==> config.mk <==
export PLATFORM = sky130hd
export DESIGN_NAME = two_level_thread_scheduler
export DESIGN_NICKNAME = d
export VERILOG_FILES = /design/src/tlts_pkg.sv /design/src/tlts_datapath.sv /design/src/tlts_ctrl.sv /design/src/two_level_thread_scheduler.sv
export SDC_FILE = /design/constraint.sdc
export NUM_CORES = 2
export LEC_CHECK = 0
export ABC_AREA = 1
export BUFFER_PORTS_ARGS = -buffer_cell sky130_fd_sc_hd__buf_2
export CORE_ASPECT_RATIO = 0.9
export CORE_MARGIN = 5
export CORE_UTILIZATION = 45
export DETAILED_ROUTE_END_ITERATION = 10
export SLEW_MARGIN = 15
export SYNTH_ARGS = -nofsm -noshare
export SYNTH_HDL_FRONTEND = slang
export SYNTH_HIERARCHICAL = 1
export SYNTH_SLANG_ARGS = --single-unit
==> constraint.sdc <==
create_clock -name i_clk -period 6.5 [get_ports i_clk]
set_clock_uncertainty 0.1 [all_clocks]
set_input_delay 1.3 -clock i_clk [delete_from_list [all_inputs] [get_ports i_clk]]
set_output_delay 1.3 -clock i_clk [all_outputs]
set_load 0.02 [all_outputs]
==> src/tlts_pkg.sv <==
// Shared types and constants of the two-level thread scheduler.
// Depends on nothing.
`timescale 1ns / 1ps
package tlts_pkg;
    localparam int MaxThreads = 16;
    localparam int SlotW = $clog2(MaxThreads);
    localparam int CntW = $clog2(MaxThreads + 1);

    typedef logic [SlotW-1:0] t_slot;
    typedef logic [CntW-1:0] t_cnt;

    localparam logic [2:0] ACT_TICK = 3'd0;
    localparam logic [2:0] ACT_CREATE = 3'd1;
    localparam logic [2:0] ACT_READ = 3'd2;
    localparam logic [2:0] ACT_DONE = 3'd3;
    localparam logic [2:0] ACT_EXIT = 3'd4;

    localparam logic [3:0] EV_NONE = 4'd0;
    localparam logic [3:0] EV_CREATED = 4'd1;
    localparam logic [3:0] EV_CFAIL = 4'd2;
    localparam logic [3:0] EV_PREEMPT = 4'd3;
    localparam logic [3:0] EV_QSWITCH = 4'd4;
    localparam logic [3:0] EV_EJECT = 4'd5;
    localparam logic [3:0] EV_FINISH = 4'd6;
    localparam logic [3:0] EV_BLOCK = 4'd7;
    localparam logic [3:0] EV_WOKEN = 4'd8;
    localparam logic [3:0] EV_LEAVE = 4'd9;
    localparam logic [3:0] EV_ALLDONE = 4'd10;

    localparam logic [1:0] ST_FREE = 2'd0;
    localparam logic [1:0] ST_READY = 2'd1;
    localparam logic [1:0] ST_RUN = 2'd2;
    localparam logic [1:0] ST_BLOCK = 2'd3;

    // datapath operation codes
    typedef enum logic [3:0] {
        OP_NOP, OP_LOAD, OP_SCAN, OP_DECIDE, OP_INS_START, OP_INS_STEP, OP_PICK
    } t_op;

    typedef struct packed {
        t_op op;
    } t_cmd;

    typedef struct packed {
        logic scan_done;
        logic ins_done;
        logic need_ins;
        logic need_pick;
    } t_sts;
endpackage

==> src/tlts_datapath.sv <==
// Datapath: slot tables, queues, sorted insert and free-slot walk.
// Depends on tlts_pkg.
`timescale 1ns / 1ps
module tlts_datapath import tlts_pkg::*; (
    input  logic        i_clk,
    input  logic        i_rst_n,
    input  t_cmd        i_cmd,
    input  logic [2:0]  i_act,
    input  logic        i_hi,
    input  logic [15:0] i_budget,
    input  logic        i_miss,
    input  logic [7:0]  i_quantum,
    output t_sts        o_sts,
    output logic [3:0]  o_ev,
    output logic [3:0]  o_tid,
    output logic [3:0]  o_run_id,
    output logic        o_idle,
    output logic        o_sw
);
    logic [1:0]  r_status [MaxThreads];
    logic        r_high   [MaxThreads];
    logic [7:0]  r_qleft  [MaxThreads];
    logic [16:0] r_bleft  [MaxThreads];
    t_slot r_lowq [MaxThreads];
    t_slot r_hiq  [MaxThreads];
    t_slot r_blkq [MaxThreads];
    t_cnt  r_lown, r_hin, r_blkn;
    t_slot r_cur;
    logic  r_idle;

    logic [2:0]  r_act;
    logic        r_hi, r_miss;
    logic [16:0] r_bud;
    t_slot       r_scan;
    logic        r_found, r_scan_done;
    t_slot       r_ins_slot;
    t_cnt        r_pos;
    logic        r_ins_done, r_need_ins, r_need_pick;
    logic [3:0]  r_ev, r_tid;
    logic        r_sw;

    logic [7:0] w_slice;
    t_slot      w_cur;
    logic [16:0] w_cb;
    assign w_slice = (i_quantum == 8'd0) ? 8'd1 : i_quantum;
    assign w_cur = r_cur;
    assign w_cb = r_bleft[w_cur] - 17'd1;

    assign o_sts = '{scan_done: r_scan_done, ins_done: r_ins_done,
                     need_ins: r_need_ins, need_pick: r_need_pick};
    assign o_ev = r_ev;
    assign o_tid = r_tid;
    assign o_run_id = r_idle ? 4'd0 : 4'(r_cur);
    assign o_idle = r_idle;
    assign o_sw = r_sw;

    logic w_any;
    assign w_any = (r_hin != '0) || (r_lown != '0);

    always_ff @(posedge i_clk) begin
        if (!i_rst_n) begin
            for (int k = 0; k < MaxThreads; k++) r_status[k] <= ST_FREE;
            r_lown <= '0; r_hin <= '0; r_blkn <= '0;
            r_cur <= '0; r_idle <= 1'b1;
            r_scan_done <= 1'b0; r_ins_done <= 1'b0;
            r_need_ins <= 1'b0; r_need_pick <= 1'b0;
            r_ev <= EV_NONE; r_tid <= '0; r_sw <= 1'b0;
        end else begin
            case (i_cmd.op)
                OP_LOAD: begin
                    r_act <= i_act; r_hi <= i_hi; r_miss <= i_miss;
                    r_bud <= {1'b0, i_budget};
                    r_scan <= '0; r_found <= 1'b0; r_scan_done <= 1'b0;
                    r_need_ins <= 1'b0; r_need_pick <= 1'b0;
                    r_ev <= EV_NONE; r_tid <= '0; r_sw <= 1'b0;
                end
                OP_SCAN: begin
                    // one slot per cycle looking for a free entry
                    if (r_status[r_scan] == ST_FREE) begin
                        r_found <= 1'b1; r_scan_done <= 1'b1;
                    end else if (r_scan == t_slot'(MaxThreads - 1)) begin
                        r_scan_done <= 1'b1;
                    end else begin
                        r_scan <= r_scan + t_slot'(1);
                    end
                end
                OP_DECIDE: begin
                    case (r_act)
                        ACT_TICK: begin
                            if (r_idle) begin
                                if (w_any) begin
                                    r_need_pick <= 1'b1; r_ev <= EV_LEAVE; r_sw <= 1'b1;
                                end
                            end else begin
                                if (!r_high[w_cur] && r_qleft[w_cur] != 8'd0)
                                    r_qleft[w_cur] <= r_qleft[w_cur] - 8'd1;
                                r_bleft[w_cur] <= w_cb;
                                if (w_cb[16]) begin
                                    r_status[w_cur] <= ST_FREE;
                                    r_tid <= 4'(w_cur); r_sw <= 1'b1;
                                    r_ev <= (!w_any && r_blkn == '0) ? EV_ALLDONE : EV_EJECT;
                                    r_need_pick <= 1'b1;
                                end else if (r_hin != '0 && r_high[w_cur]) begin
                                    if ($signed(r_bleft[r_hiq[0]]) < $signed(w_cb)) begin
                                        r_status[w_cur] <= ST_READY;
                                        r_ins_slot <= w_cur; r_need_ins <= 1'b1;
                                        r_need_pick <= 1'b1;
                                        r_ev <= EV_PREEMPT; r_tid <= 4'(w_cur); r_sw <= 1'b1;
                                    end
                                end else if (r_hin != '0) begin
                                    r_status[w_cur] <= ST_READY;
                                    r_qleft[w_cur] <= w_slice;
                                    r_lowq[r_lown[SlotW-1:0]] <= w_cur;
                                    r_lown <= r_lown + t_cnt'(1);
                                    r_need_pick <= 1'b1;
                                    r_ev <= EV_PREEMPT; r_tid <= 4'(w_cur); r_sw <= 1'b1;
                                end else if (!r_high[w_cur] && (r_qleft[w_cur] == 8'd1 ||
                                             r_qleft[w_cur] == 8'd0)) begin
                                    r_qleft[w_cur] <= w_slice;
                                    if (r_lown != '0) begin
                                        r_status[w_cur] <= ST_READY;
                                        r_lowq[r_lown[SlotW-1:0]] <= w_cur;
                                        r_lown <= r_lown + t_cnt'(1);
                                        r_need_pick <= 1'b1;
                                        r_ev <= EV_QSWITCH; r_tid <= 4'(w_cur); r_sw <= 1'b1;
                                    end
                                end
                            end
                        end
                        ACT_CREATE: begin
                            if (!r_found) begin
                                r_ev <= EV_CFAIL;
                            end else begin
                                r_status[r_scan] <= ST_READY;
                                r_high[r_scan] <= r_hi;
                                r_qleft[r_scan] <= w_slice;
                                r_bleft[r_scan] <= r_bud;
                                r_ev <= EV_CREATED; r_tid <= 4'(r_scan);
                                if (!r_hi) begin
                                    r_lowq[r_lown[SlotW-1:0]] <= r_scan;
                                    r_lown <= r_lown + t_cnt'(1);
                                end else if (r_idle) begin
                                    r_ins_slot <= r_scan; r_need_ins <= 1'b1;
                                end else if (!r_high[w_cur]) begin
                                    r_status[w_cur] <= ST_READY;
                                    r_qleft[w_cur] <= w_slice;
                                    r_lowq[r_lown[SlotW-1:0]] <= w_cur;
                                    r_lown <= r_lown + t_cnt'(1);
                                    r_status[r_scan] <= ST_RUN;
                                    r_cur <= r_scan; r_sw <= 1'b1;
                                end else if ($signed(r_bud) < $signed(r_bleft[w_cur])) begin
                                    r_status[w_cur] <= ST_READY;
                                    r_status[r_scan] <= ST_RUN;
                                    r_ins_slot <= w_cur; r_need_ins <= 1'b1;
                                    r_cur <= r_scan; r_sw <= 1'b1;
                                end else begin
                                    r_ins_slot <= r_scan; r_need_ins <= 1'b1;
                                end
                            end
                        end
                        ACT_READ: begin
                            if (!r_idle && r_miss) begin
                                r_status[w_cur] <= ST_BLOCK;
                                if (!r_high[w_cur]) r_qleft[w_cur] <= w_slice;
                                r_blkq[r_blkn[SlotW-1:0]] <= w_cur;
                                r_blkn <= r_blkn + t_cnt'(1);
                                r_need_pick <= 1'b1;
                                r_ev <= EV_BLOCK; r_tid <= 4'(w_cur); r_sw <= 1'b1;
                            end
                        end
                        ACT_DONE: begin
                            if (r_blkn != '0) begin
                                r_status[r_blkq[0]] <= ST_READY;
                                for (int k = 0; k < MaxThreads - 1; k++)
                                    r_blkq[k] <= r_blkq[k+1];
                                r_blkn <= r_blkn - t_cnt'(1);
                                if (r_high[r_blkq[0]]) begin
                                    r_ins_slot <= r_blkq[0]; r_need_ins <= 1'b1;
                                end else begin
                                    r_lowq[r_lown[SlotW-1:0]] <= r_blkq[0];
                                    r_lown <= r_lown + t_cnt'(1);
                                end
                                r_ev <= EV_WOKEN; r_tid <= 4'(r_blkq[0]);
                            end
                        end
                        ACT_EXIT: begin
                            if (!r_idle) begin
                                r_status[w_cur] <= ST_FREE;
                                r_tid <= 4'(w_cur); r_sw <= 1'b1;
                                r_ev <= (!w_any && r_blkn == '0) ? EV_ALLDONE : EV_FINISH;
                                r_need_pick <= 1'b1;
                            end
                        end
                        default: ;
                    endcase
                end
                OP_INS_START: begin
                    r_pos <= '0; r_ins_done <= 1'b0;
                end
                OP_INS_STEP: begin
                    // walk the sorted queue; shift the tail right once the place is found
                    // done is registered, so the controller may step again after placing; hold once placed
                    if (!r_ins_done) begin
                        if (r_pos == r_hin || $signed(r_bleft[r_hiq[r_pos[SlotW-1:0]]]) >
                            $signed(r_bleft[r_ins_slot])) begin
                            for (int k = MaxThreads - 1; k > 0; k--)
                                if (t_cnt'(k) > r_pos) r_hiq[k] <= r_hiq[k-1];
                            r_hiq[r_pos[SlotW-1:0]] <= r_ins_slot;
                            r_hin <= r_hin + t_cnt'(1);
                            r_ins_done <= 1'b1;
                        end else begin
                            r_pos <= r_pos + t_cnt'(1);
                        end
                    end
                end
                OP_PICK: begin
                    if (r_hin != '0) begin
                        r_cur <= r_hiq[0]; r_idle <= 1'b0;
                        r_status[r_hiq[0]] <= ST_RUN;
                        for (int k = 0; k < MaxThreads - 1; k++) r_hiq[k] <= r_hiq[k+1];
                        r_hin <= r_hin - t_cnt'(1);
                        if (r_ev == EV_LEAVE) r_tid <= 4'(r_hiq[0]);
                    end else if (r_lown != '0) begin
                        r_cur <= r_lowq[0]; r_idle <= 1'b0;
                        r_status[r_lowq[0]] <= ST_RUN;
                        for (int k = 0; k < MaxThreads - 1; k++) r_lowq[k] <= r_lowq[k+1];
                        r_lown <= r_lown - t_cnt'(1);
                        if (r_ev == EV_LEAVE) r_tid <= 4'(r_lowq[0]);
                    end else begin
                        r_idle <= 1'b1;
                    end
                end
                default: ;
            endcase
            if (i_cmd.op == OP_DECIDE && r_act == ACT_CREATE && r_found && r_hi &&
                !r_idle)
                r_idle <= 1'b0;
        end
    end
endmodule

==> src/tlts_ctrl.sv <==
// Controller state machine sequencing one request through the datapath.
// Depends on tlts_pkg.
`timescale 1ns / 1ps
module tlts_ctrl import tlts_pkg::*; (
    input  logic       i_clk,
    input  logic       i_rst_n,
    input  logic       i_in_valid,
    output logic       o_in_ready,
    output logic       o_out_valid,
    input  logic       i_out_ready,
    input  logic [2:0] i_act,
    input  t_sts       i_sts,
    output t_cmd       o_cmd
);
    typedef enum logic [2:0] {
        S_IDLE, S_SCAN, S_DECIDE, S_INS0, S_INS, S_PICK, S_OUT
    } t_state;
    t_state r_state;

    assign o_in_ready = (r_state == S_IDLE);
    assign o_out_valid = (r_state == S_OUT);

    always_comb begin
        o_cmd.op = OP_NOP;
        case (r_state)
            S_IDLE:   if (i_in_valid) o_cmd.op = OP_LOAD;
            S_SCAN:   o_cmd.op = OP_SCAN;
            S_DECIDE: o_cmd.op = OP_DECIDE;
            S_INS0:   o_cmd.op = OP_INS_START;
            S_INS:    o_cmd.op = OP_INS_STEP;
            S_PICK:   o_cmd.op = OP_PICK;
            default:  o_cmd.op = OP_NOP;
        endcase
    end

    always_ff @(posedge i_clk) begin
        if (!i_rst_n) begin
            r_state <= S_IDLE;
        end else begin
            case (r_state)
                S_IDLE: if (i_in_valid)
                    r_state <= (i_act == ACT_CREATE) ? S_SCAN : S_DECIDE;
                S_SCAN: if (i_sts.scan_done) r_state <= S_DECIDE;
                S_DECIDE: r_state <= S_INS0;
                S_INS0: begin
                    if (i_sts.need_ins) r_state <= S_INS;
                    else if (i_sts.need_pick) r_state <= S_PICK;
                    else r_state <= S_OUT;
                end
                S_INS: if (i_sts.ins_done)
                    r_state <= i_sts.need_pick ? S_PICK : S_OUT;
                S_PICK: r_state <= S_OUT;
                S_OUT: if (i_out_ready) r_state <= S_IDLE;
                default: r_state <= S_IDLE;
            endcase
        end
    end
endmodule

==> src/two_level_thread_scheduler.sv <==
// Top level of the two-level thread scheduler.
// Depends on tlts_pkg, tlts_ctrl, tlts_datapath.
//
// One request on s_axis (tdata: action[2:0], priority_high[3], budget_ticks[19:4],
// cache_miss[20]) yields one result on m_axis (tdata: event_res[3:0],
// thread_id[7:4], running_id[11:8], running_idle[12], switched[13]).
// A request passes the free-slot walk (create only), the decide and insert-start
// steps, the sorted insert into the high queue when needed and a pick when a new
// thread is picked, before its result is offered on m_axis.
// One request is in work at a time; the next is taken the cycle after the
// result is taken. The walks step one entry per cycle through the slot table and the high queue.
// The user must write the quantum register on the cfg channel while no request is open;
// the block does not enforce it. Reset: all slots free, queues empty, idle thread
// running, quantum 10. A stalled receiver holds the result; no new request is taken.
`timescale 1ns / 1ps
module two_level_thread_scheduler import tlts_pkg::*; (
    input  logic        i_clk,
    input  logic        i_rst_n,
    input  logic        s_axis_tvalid,
    output logic        s_axis_tready,
    input  logic [23:0] s_axis_tdata,  // action, priority_high, budget_ticks, cache_miss
    output logic        m_axis_tvalid,
    input  logic        m_axis_tready,
    output logic [15:0] m_axis_tdata,  // event_res, thread_id, running_id, idle, switched
    input  logic        i_cfg_valid,
    output logic        o_cfg_ready,
    input  logic [7:0]  i_cfg_data
);
    logic [7:0] r_quantum;
    t_cmd w_cmd;
    t_sts w_sts;
    logic [3:0] w_ev, w_tid, w_run;
    logic w_idle, w_sw;

    assign o_cfg_ready = 1'b1;
    always_ff @(posedge i_clk) begin
        if (!i_rst_n) r_quantum <= 8'd10;
        else if (i_cfg_valid) r_quantum <= i_cfg_data;
    end

    tlts_ctrl u_ctrl (
        .i_clk(i_clk), .i_rst_n(i_rst_n),
        .i_in_valid(s_axis_tvalid), .o_in_ready(s_axis_tready),
        .o_out_valid(m_axis_tvalid), .i_out_ready(m_axis_tready),
        .i_act(s_axis_tdata[2:0]), .i_sts(w_sts), .o_cmd(w_cmd)
    );

    tlts_datapath u_dp (
        .i_clk(i_clk), .i_rst_n(i_rst_n), .i_cmd(w_cmd),
        .i_act(s_axis_tdata[2:0]), .i_hi(s_axis_tdata[3]),
        .i_budget(s_axis_tdata[19:4]), .i_miss(s_axis_tdata[20]),
        .i_quantum(r_quantum), .o_sts(w_sts),
        .o_ev(w_ev), .o_tid(w_tid), .o_run_id(w_run), .o_idle(w_idle), .o_sw(w_sw)
    );

    assign m_axis_tdata = {2'b00, w_sw, w_idle, w_run, w_tid, w_ev};
endmodule

==> flow_metrics.py <==
metrics = {
    "flow_run": {
        "drv_cap": 0,
    },
    "placement": {
        "place_ws_ns": 0.500,
        "placed_cell_area_um2": 46600,
        "dp_hpwl_mm": 97.5,
        "io_buffers": 49,
        "gp_congestion": 0.923,
    },
    "worst_setup_path": {
        "crit_fanout": 15,
        "crit_slowest_cell": "clkinv_1",
        "arrival_ns": 6.42,
        "crit_path_end_kind": "register",
        "startpoint_type": "register",
        "cpMostUsedCell": "nand2_1",
        "slowest_delay_ns": 0.71,
        "path_class": "register to register",
        "crit_required_ns": 6.76,
    },
    "synthesis": {
        "synth-compound-area-share": 0.203,
        "synth_top_area_cell": "edfxtp_1",
        "synth-async-reset-ratio": 0,
        "synth_seq_cells": 735,
        "ys_top_cells_by_area": "edfxtp_1 45%, nand2_1 10%, o21ai_0 7.7%",
        "netlist_instances": 5562,
        "synthTopCellsByCount": "1,191 x nand2_1, 684 x o21ai_0, 675 x edfxtp_1",
        "synthDistinctLibCells": 63,
        "synth_top_family_by_area": "simple AND/OR/NAND/NOR gates",
        "synth-simple-area-share": 0.205,
        "syn_area_um2": 44700,
        "synth.most_common_cell": "nand2_1",
        "synth_edf_count": 675,
        "ys.flop_type": "edfxtp_1",
        "synth_seq_area_share": 0.481,
        "synth-xor-area-share": 0.00569,
        "synth_fa_ha_area_frac": 0.0204,
        "syn_avg_cell_area_um2": 8.03,
        "netlist.area_leader.share": 0.454,
        "synthMuxAreaShare": 0,
        "synth_warnings": 6,
    },
    "cts": {
        "cts.sinks": 735,
        "cts_buffers": 86,
        "clkSlewWorstSetupHoldPaths_ns": 0.06,
        "cts_resized": 0,
        "cts_tree": "built",
        "cts_hold_buf": 0,
        "cts-root-buf": "clkbuf_16",
        "clk_latency_ns": 0.68,
        "htreeDepth": 3,
        "cts_setup_buffers": 0,
        "cts_buffer_depth": 3,
    },
    "power": {
        "irDropWorstVdd_v": 0.000300,
        "power_leakage_uw": 0.0192,
        "p_per_area_nw_per_um2": 360,
    },
    "routing": {
        "vias_per_cell": 5.90,
        "drc": 0,
        "wire_per_inst_um": 22.0,
        "via_count": 40800,
        "finalWirelength_mm": 152,
        "drt_first_pass_iters": 9,
        "drt_iter0_markers": 5421,
        "ant_nets": 0,
    },
    "run_status": {
        "status": "finished clean",
    },
    "sta": {
        "maxSlewViolCount": 0,
        "fin_ws_ns": 0.334,
        "rsz0062_at_grt": "no",
        "timing.setup.tns_ns": 0,
        "hold_viol": 0,
        "worst_slew_pin_slew_ns": 1.09,
        "slew_headroom": 0.272,
        "fmax_ghz": 0.162,
        "min_period_ns": 6.17,
        "finalCritPeriodShare": 0.949,
        "finalSetupViolations": 0,
    },
    "floorplanning": {
        "io_pins": 56,
        "design.core.area_um2": 98300,
        "die_y_um": 309,
        "die-width_um": 342,
        "num_rows": 109,
        "dieArea_um2": 106000,
        "initial_core_util": 0.454,
    },
    "global_route": {
        "antenna_found_initial": 2,
        "grt_pass1_vias": 37100,
        "gr-total-overflow": 0,
        "grt_max_degree": 174,
        "grt_pass1_wl_mm": 228,
        "track_usage": 0.280,
    },
    "layout": {
        "syn2layout_area_growth_pct": 10.3,
        "finalNetCount": 5624,
        "final_core_util": 0.501,
        "final_cell_area_um2": 49300,
        "drive_gt1_frac": 0.0836,
    },
    "min_path": {
        "hp-start": "u_dp/r_lown[4]$_SDFFE_PN0P_",
        "hp-class": "register to register",
    },
}
## power breakdown
part / switching [µW] / total, µW / internal (µW)
clock network: 2050 / 4730 / 2680
logic: 4720 / 6680 / 1950
registers: 198 / 6350 / 6150
## per-stage QoR
stage | hold slack, ns | total power [µW] | cells
6_report | 0.353 | 17800 | 6920
5_1_grt | 0.384 | 18700 | 6919
4_1_cts | 0.352 | 17700 | 6919
3_5_place_dp | 0.344 | 13000 | 6760
3_3_place_gp | 0.339 | 12800 | 6760
2_1_floorplan | 0.306 | 10800 | 5563
## cells in the final DEF, fill, tap and decap left out, types with 28 or more instances in the layout
master and n:
edfxtp_1 675, nand2_1 1188, inv_1 513, buf_4 168, dfxtp_1 53, o211ai_1 221
o21ai_1 49, nand3_1 474, ha_1 68, o21ai_0 683, buf_2 49, nor2_1 390
a21oi_1 517, clkinv_1 28, nand4_1 32, clkbuf_16 86
## kinds of logic (layout without fill, tap and decap cells)
group           count (synthesis)  count (layout)
compound gates               1614            1614
xor+xnor                       29              29
fa+ha+maj                      71              71
buf+inv                       917             941
flops                         735             735
other cells                     3               5
simple gates                 2193            2193
## critical path: cells and delay by family (launching register included)
family | cells | cell delay, ns
compound gates | 1 | 0.14
flops | 1 | 0.32
simple gates | 19 | 3.40
fa+ha+maj | 2 | 0.65
buf+inv | 6 | 1.26
## sequential cells by signal, indices dropped and copies added, names as in the netlist, 8 cells and up, named ones only
signal         flops
u_dp/r_high       16
u_dp/r_hiq        64
r_quantum          8
u_dp/r_status     32
u_dp/r_blkq       64
u_dp/r_qleft     128
u_dp/r_bleft     272
u_dp/r_bud        16
u_dp/r_lowq       64
## layer usage
| layer | vias to the layer above | GRT usage | part of all wire |
|---|---|---|---|
| met5 | - | 0 | 0 |
| met4 | 0 | 0.115 | 0.045 |
| met3 | 384 | 0.0475 | 0.10 |
| met2 | 2213 | 0.422 | 0.43 |
| met1 | 19000 | 0.401 | 0.42 |
| li1 | 19200 | - | - |
## area by class of cell
| class | instances | area [µm²] |
|---|---|---|
| Multi-Input combinational cell | 3911 | 19600 |
| Tap cell | 1332 | 1670 |
| Timing Repair Buffer | 231 | 1790 |
| Antenna cell | 1 | 2.50 |
| Fill cell | 9441 | 49000 |
| Sequential cell | 735 | 21500 |
| Clock buffer | 111 | 2280 |
| Clock inverter | 48 | 423 |
| Inverter | 551 | 2080 |
## path summary, 6_finish.rpt
| kind | cells after the start | endpoint | slack, ns |
|---|---|---|---|
| max | 28 | u_dp/r_status[15][1]$_DFFE_PP_ | 0.33 |
| min | 1 | u_dp/r_lown[4]$_SDFFE_PN0P_ | 0.35 |
| max reg2reg | 28 | u_dp/r_status[15][1]$_DFFE_PP_ | 0.33 |
| min reg2reg | 1 | u_dp/r_lown[4]$_SDFFE_PN0P_ | 0.35 |
(Power assumes the default switching activity.)
